--- config.mk ---
export PLATFORM = sky130hd
export DESIGN_NAME = pfdtd_mac
export DESIGN_NICKNAME = d
export VERILOG_FILES = /design/src/rtl/periodic_1d_fdtd_field_update_macros.svh /design/src/rtl/pfdtd_pkg.sv /design/src/rtl/pfdtd_mac.sv
export SDC_FILE = /design/constraint.sdc
export NUM_CORES = 2
export LEC_CHECK = 0
export BUFFER_PORTS_ARGS = -buffer_cell sky130_fd_sc_hd__buf_2
export CORE_MARGIN = 2
export CORE_UTILIZATION = 50
export CTS_CLUSTER_DIAMETER = 30
export DETAILED_ROUTE_END_ITERATION = 12
export PLACE_DENSITY = 0.7
export SLEW_MARGIN = 20
export SYNTH_ARGS = -nofsm -noshare
export SYNTH_HDL_FRONTEND = slang
export SYNTH_SLANG_ARGS = --single-unit
--- constraint.sdc ---
create_clock -name clk -period 7.6 [get_ports clk]
set_input_delay 0.76 -clock clk [delete_from_list [all_inputs] [get_ports clk]]
set_output_delay 0.76 -clock clk [all_outputs]
set_load 0.005 [all_outputs]
--- src/rtl/periodic_1d_fdtd_field_update_macros.svh ---
// Assertion macros for the periodic 1D FDTD field update block.
// Each macro expects signals named clk and rst_n in the including scope.
`ifndef PERIODIC_1D_FDTD_FIELD_UPDATE_MACROS_SVH
`define PERIODIC_1D_FDTD_FIELD_UPDATE_MACROS_SVH

// The consequent must hold in the same cycle as the antecedent.
`define PFDTD_ASSERT_IMP(lbl, ante, cons, msg) \
  lbl: assert property (@(posedge clk) disable iff (!rst_n) (ante) |-> (cons)) \
    else $error(msg);

// The consequent must hold in the cycle after the antecedent.
`define PFDTD_ASSERT_NXT(lbl, ante, cons, msg) \
  lbl: assert property (@(posedge clk) disable iff (!rst_n) (ante) |=> (cons)) \
    else $error(msg);

`endif

--- src/rtl/pfdtd_pkg.sv ---
// Shared types, widths and codes for the periodic 1D FDTD field update block.
// No dependencies; imported by the multiply-accumulate unit and the top level.
package pfdtd_pkg;

  localparam int GRID_CELLS_DEF = 1024;

  localparam int DATA_W      = 32;
  localparam int IDX_W       = 10;
  localparam int CNT_W       = 11;
  localparam int COEF_W      = 32;
  localparam int DIFF_W      = DATA_W + 1;
  localparam int PROD_W      = DIFF_W + COEF_W;
  localparam int ACC_W       = 43;
  localparam int FRAC_W      = 24;
  localparam int CMD_W       = 2;
  localparam int STAT_W      = 2;
  localparam int CFG_IDX_W   = 2;
  localparam int STEP_W      = 3;
  localparam int IN_TDATA_W  = 272;
  localparam int OUT_TDATA_W = 176;

  localparam logic [STEP_W-1:0] STEP_LAST_B = 3'd1;
  localparam logic [STEP_W-1:0] STEP_LAST_E = 3'd4;

  typedef logic signed [DATA_W-1:0] data_t;
  typedef logic signed [DIFF_W-1:0] diff_t;
  typedef logic signed [COEF_W-1:0] coef_t;

  typedef enum logic [CMD_W-1:0] {
    CMD_WRITE = 2'd0,
    CMD_READ  = 2'd1,
    CMD_ADV_B = 2'd2,
    CMD_ADV_E = 2'd3
  } cmd_t;

  typedef enum logic [STAT_W-1:0] {
    STAT_OK    = 2'd0,
    STAT_SAT   = 2'd1,
    STAT_RANGE = 2'd2
  } status_t;

  typedef enum logic [CFG_IDX_W-1:0] {
    REG_CELL_COUNT   = 2'd0,
    REG_COEF_B       = 2'd1,
    REG_COEF_CURRENT = 2'd2,
    REG_COEF_CURL    = 2'd3
  } cfg_reg_t;

  typedef enum logic [2:0] {
    S_IDLE,
    S_RD_I,
    S_RD_N,
    S_DIFF,
    S_MUL,
    S_DRAIN,
    S_SAT,
    S_DONE
  } fsm_state_t;

  typedef enum logic [1:0] {
    ACC_0,
    ACC_1,
    ACC_2
  } acc_sel_t;

  typedef struct packed {
    logic     vld;
    logic     neg;
    acc_sel_t sel;
  } mac_req_t;

endpackage

--- src/rtl/pfdtd_mac.sv ---
// Shared multiplier with three accumulators and 32-bit saturation.
// Depends on pfdtd_pkg.
module pfdtd_mac (
  input  logic                          clk,
  input  logic                          rst_n,
  input  logic                          ld,
  input  pfdtd_pkg::data_t [2:0]        ld_base,
  input  pfdtd_pkg::mac_req_t           req,
  input  pfdtd_pkg::diff_t              opa,
  input  pfdtd_pkg::coef_t              opk,
  output pfdtd_pkg::data_t [2:0]        sat_val,
  output logic                          sat_flag
);
  import pfdtd_pkg::*;

  localparam logic signed [ACC_W-1:0] SAT_HI =
    {{(ACC_W-DATA_W+1){1'b0}}, {(DATA_W-1){1'b1}}};
  localparam logic signed [ACC_W-1:0] SAT_LO =
    {{(ACC_W-DATA_W+1){1'b1}}, {(DATA_W-1){1'b0}}};

  logic signed [PROD_W-1:0] prod_r;
  logic signed [PROD_W-1:0] prod_shift;
  logic signed [ACC_W-1:0]  term;
  logic                     pvld_r;
  logic                     pneg_r;
  acc_sel_t                 psel_r;
  logic signed [ACC_W-1:0]  acc_r [3];
  logic [2:0]               hit_hi;
  logic [2:0]               hit_lo;

  always_ff @(posedge clk) begin
    if (!rst_n) begin
      pvld_r <= 1'b0;
    end else begin
      pvld_r <= req.vld;
    end
  end

  always_ff @(posedge clk) begin
    if (req.vld) begin
      prod_r <= opa * opk;
      pneg_r <= req.neg;
      psel_r <= req.sel;
    end
  end

  // The arithmetic shift of the exact product rounds toward minus infinity.
  assign prod_shift = prod_r >>> FRAC_W;
  assign term       = prod_shift[ACC_W-1:0];

  always_ff @(posedge clk) begin
    for (int k = 0; k < 3; k++) begin
      if (ld) begin
        acc_r[k] <= ACC_W'($signed(ld_base[k]));
      end else if (pvld_r && (psel_r == acc_sel_t'(2'(k)))) begin
        acc_r[k] <= pneg_r ? (acc_r[k] - term) : (acc_r[k] + term);
      end
    end
  end

  always_comb begin
    for (int k = 0; k < 3; k++) begin
      hit_hi[k] = acc_r[k] > SAT_HI;
      hit_lo[k] = acc_r[k] < SAT_LO;
      if (hit_hi[k]) begin
        sat_val[k] = SAT_HI[DATA_W-1:0];
      end else if (hit_lo[k]) begin
        sat_val[k] = SAT_LO[DATA_W-1:0];
      end else begin
        sat_val[k] = acc_r[k][DATA_W-1:0];
      end
    end
    sat_flag = |(hit_hi | hit_lo);
  end

endmodule

==> flow_summary.toml <==
[run_status]
status = "completed"

[clock_network]
clockRootBuffer = "clkbuf_16"
path_clk_slew_ns = 0.07
htree_levels = 4
cts_buffers = 17
cts_sinks = 174
cts_hold_buf = 0
cts_buffer_depth = 2
cts_tree = "yes"
clock_latency_ns = 0.46

[global_route]
grt_max_degree = 78
grt_usage = 0.280
grt_pass1_vias = 42700
gr-total-overflow = 0
antenna_found_initial = 5
grt_pass1_wl_mm = 233

[routing]
vias = 40300
wirelength_mm = 146
routed_via_density = 5.39
drt-wirelength-per-cell_microns = 19.5
drc = 0
highest_layer = "met5"
route.met3.wl_mm = 13.6
first_iter_violations = 3127
wl_met2_mm = 66.6
firstDrtPassIters = 7
drtAntennaViolNets = 0
m1WireLength_mm = 62.4

[yosys]
synth_top_area_cell = "fa_1"
synth_area_sq_mm = 0.0514
synth_area_per_cell_sq_um = 9.13
synth_edf_count = 173
yosysTopAreaCellShare = 0.434
post-synth-top-count-cell = "fa_1"
syn-num-nets = 7223
ys_seq_elements = 174
yosysWarnings = 0
synth_cells = 5632
synth_common_cells = "fa_1 (1114), inv_1 (1054), nand2_1 (713), and2_1 (531), ha_1 (309)"
synth_top_flop_cell = "edfxtp_1"
synth_cell_types = 87
yosysSeqAreaShare = 0.101
async_reset_ff_frac = 0
synth.area.top_cells = "fa_1 (43%), edfxtp_1 (10%), inv_1 (7.7%)"

[finish]
syn_to_final_growth_pct = 14.3
drive_gt1_frac = 0.147
finalNetCount = 7684
n_fill_cell = 8911
layout.cells.non_filler = 7476
seq_area_sq_mm = 0.00522
multi_input_area_sq_mm = 0.0417
final_core_util = 0.577

[timing]
fmax_mhz = 135
skew_ns = 0.0126
post-route-period-util = 0.977
min_period_ns = 7.43
finalSetupViolations = 0
rsz0062_at_grt = "yes"
hold-worst-slack_ns = 0.472
drv_slew = 0
final.setup.tns_ns = 0
finalHoldViolCount = 0
slew_headroom = 0.278
worstMarginPinSlew_ns = 1.08

[critical_path]
worst-setup-path-type = "primary input to flip-flop"
crit_top_cell = "fa_1"
cp_slowest_cell = "fa_1"
path_delay_family = "adder cells"
slowest_delay_ns = 0.60
path_max_fanout = 19
arrival_ns = 7.69
critPathCaptureType = "flip-flop"
worst_ep_required_time_ns = 7.86
critPathBufInv = 8
reg2reg_slack_ns = 1.91
start_kind = "primary input"

[floorplanning]
fp.dieH_microns = 325
row_count = 117
io_pins = 265
die_width_microns = 325
initial_core_util = 0.505
core_region_area_sq_mm = 0.102
dieArea_sq_mm = 0.105

[placed_design]
portBuffers = 264
gp_congestion = 0.914
dp.cells = 7423
hpwl_mm = 126

[run]
drv_cap = 0

[min_path]
min_path_type = "primary input to flip-flop"
## cell usage in the layout (no fill, tap or decap), drive strengths merged, types with 38 or more instances in the layout
master,n
fa,1114
inv,1054
nand2,713
buf,707
and2,531
ha,309
nor2,266
o21ai,212
a21oi,184
edfxtp,173
xnor2,123
a21o,87
xor2,71
o21a,53
nand4,43
clkbuf,42
nand3,38
## kinds of logic (layout without fill, tap and decap cells)
kind of cell               after synthesis  count (layout)  share of synthesized area
other                                    0               2                          0
DFF                                    174             174                      0.101
AOI/OAI and AO/OA                      732             732                     0.0896
xor gates and xnor gates               194             194                     0.0330
and+or+nand+nor                       1763            1763                      0.167
muxes                                    8               8                    0.00185
buffers and inverters                 1338            1812                     0.0978
adders and majority gates             1423            1423                      0.509
## worst reg2reg max path: cells and delay by family (launching register included)
| kind | cells | cell delay (ns) |
|---|---|---|
| AND/OR/NAND/NOR | 10 | 2.99 |
| AO/OA/AOI/OAI | 5 | 0.97 |
| XOR/XNOR | 2 | 0.60 |
| flip-flops | 1 | 0.45 |
| adder cells (fa/ha/maj) | 1 | 0.38 |
## repair_timing
action	in CTS	in global routing
gates resized for setup	13	199
pin swaps	0	81
cloned	0	4
setup buffers	0	15
hold endpoints to repair	0	0
endpoints found under the setup margin	11	23
## stage by stage
stage	cell area (sq um)	setup slack [ns]
3_5_place_dp	57300	-0.648
4_1_cts	57900	0.00213
5_1_grt	58800	-0.0824
2_1_floorplan	51500	-0.138
3_3_place_gp	57300	-0.610
6_report	58800	0.173
## final timing paths
kind,from,endpoint,cells past startpoint
worst min register to register,acc_r[2][1]$_DFFE_PP_,acc_r[2][1]$_DFFE_PP_,3
worst min-delay path,req[1],psel_r[1]$_DFFE_PP_,1
worst max-delay path,opk[2],prod_r[59]$_DFFE_PP_,27
worst max register to register,prod_r[27]$_DFFE_PP_,acc_r[1][37]$_DFFE_PP_,18
## area by class of cell
| type | count | area share |
|---|---|---|
| antenna | 2 | 0.0000852 |
| tap | 1368 | 0.0291 |
| inverter | 1055 | 0.0675 |
| clock buffer | 24 | 0.00820 |
| multi-input combinational | 4120 | 0.710 |
| sequential | 174 | 0.0887 |
| clock inverter | 8 | 0.00183 |
| timing repair buffer | 725 | 0.0949 |
## metal layers
layer  up-vias  GRT usage
met2      1734      0.446
met1     20100      0.397
met4         2     0.0598
li1      18300          -
met5         -          0
met3       169     0.0547
## sequential cells by signal, indices dropped and copies added (netlist names)
name / flops
pvld_r: 1
psel_r: 2
prod_r: 41
pneg_r: 1
acc_r: 129
Power is left out: the tool's default activity adds up to more than one toggle a clock period on the data nets, which glitch-free logic cannot reach.
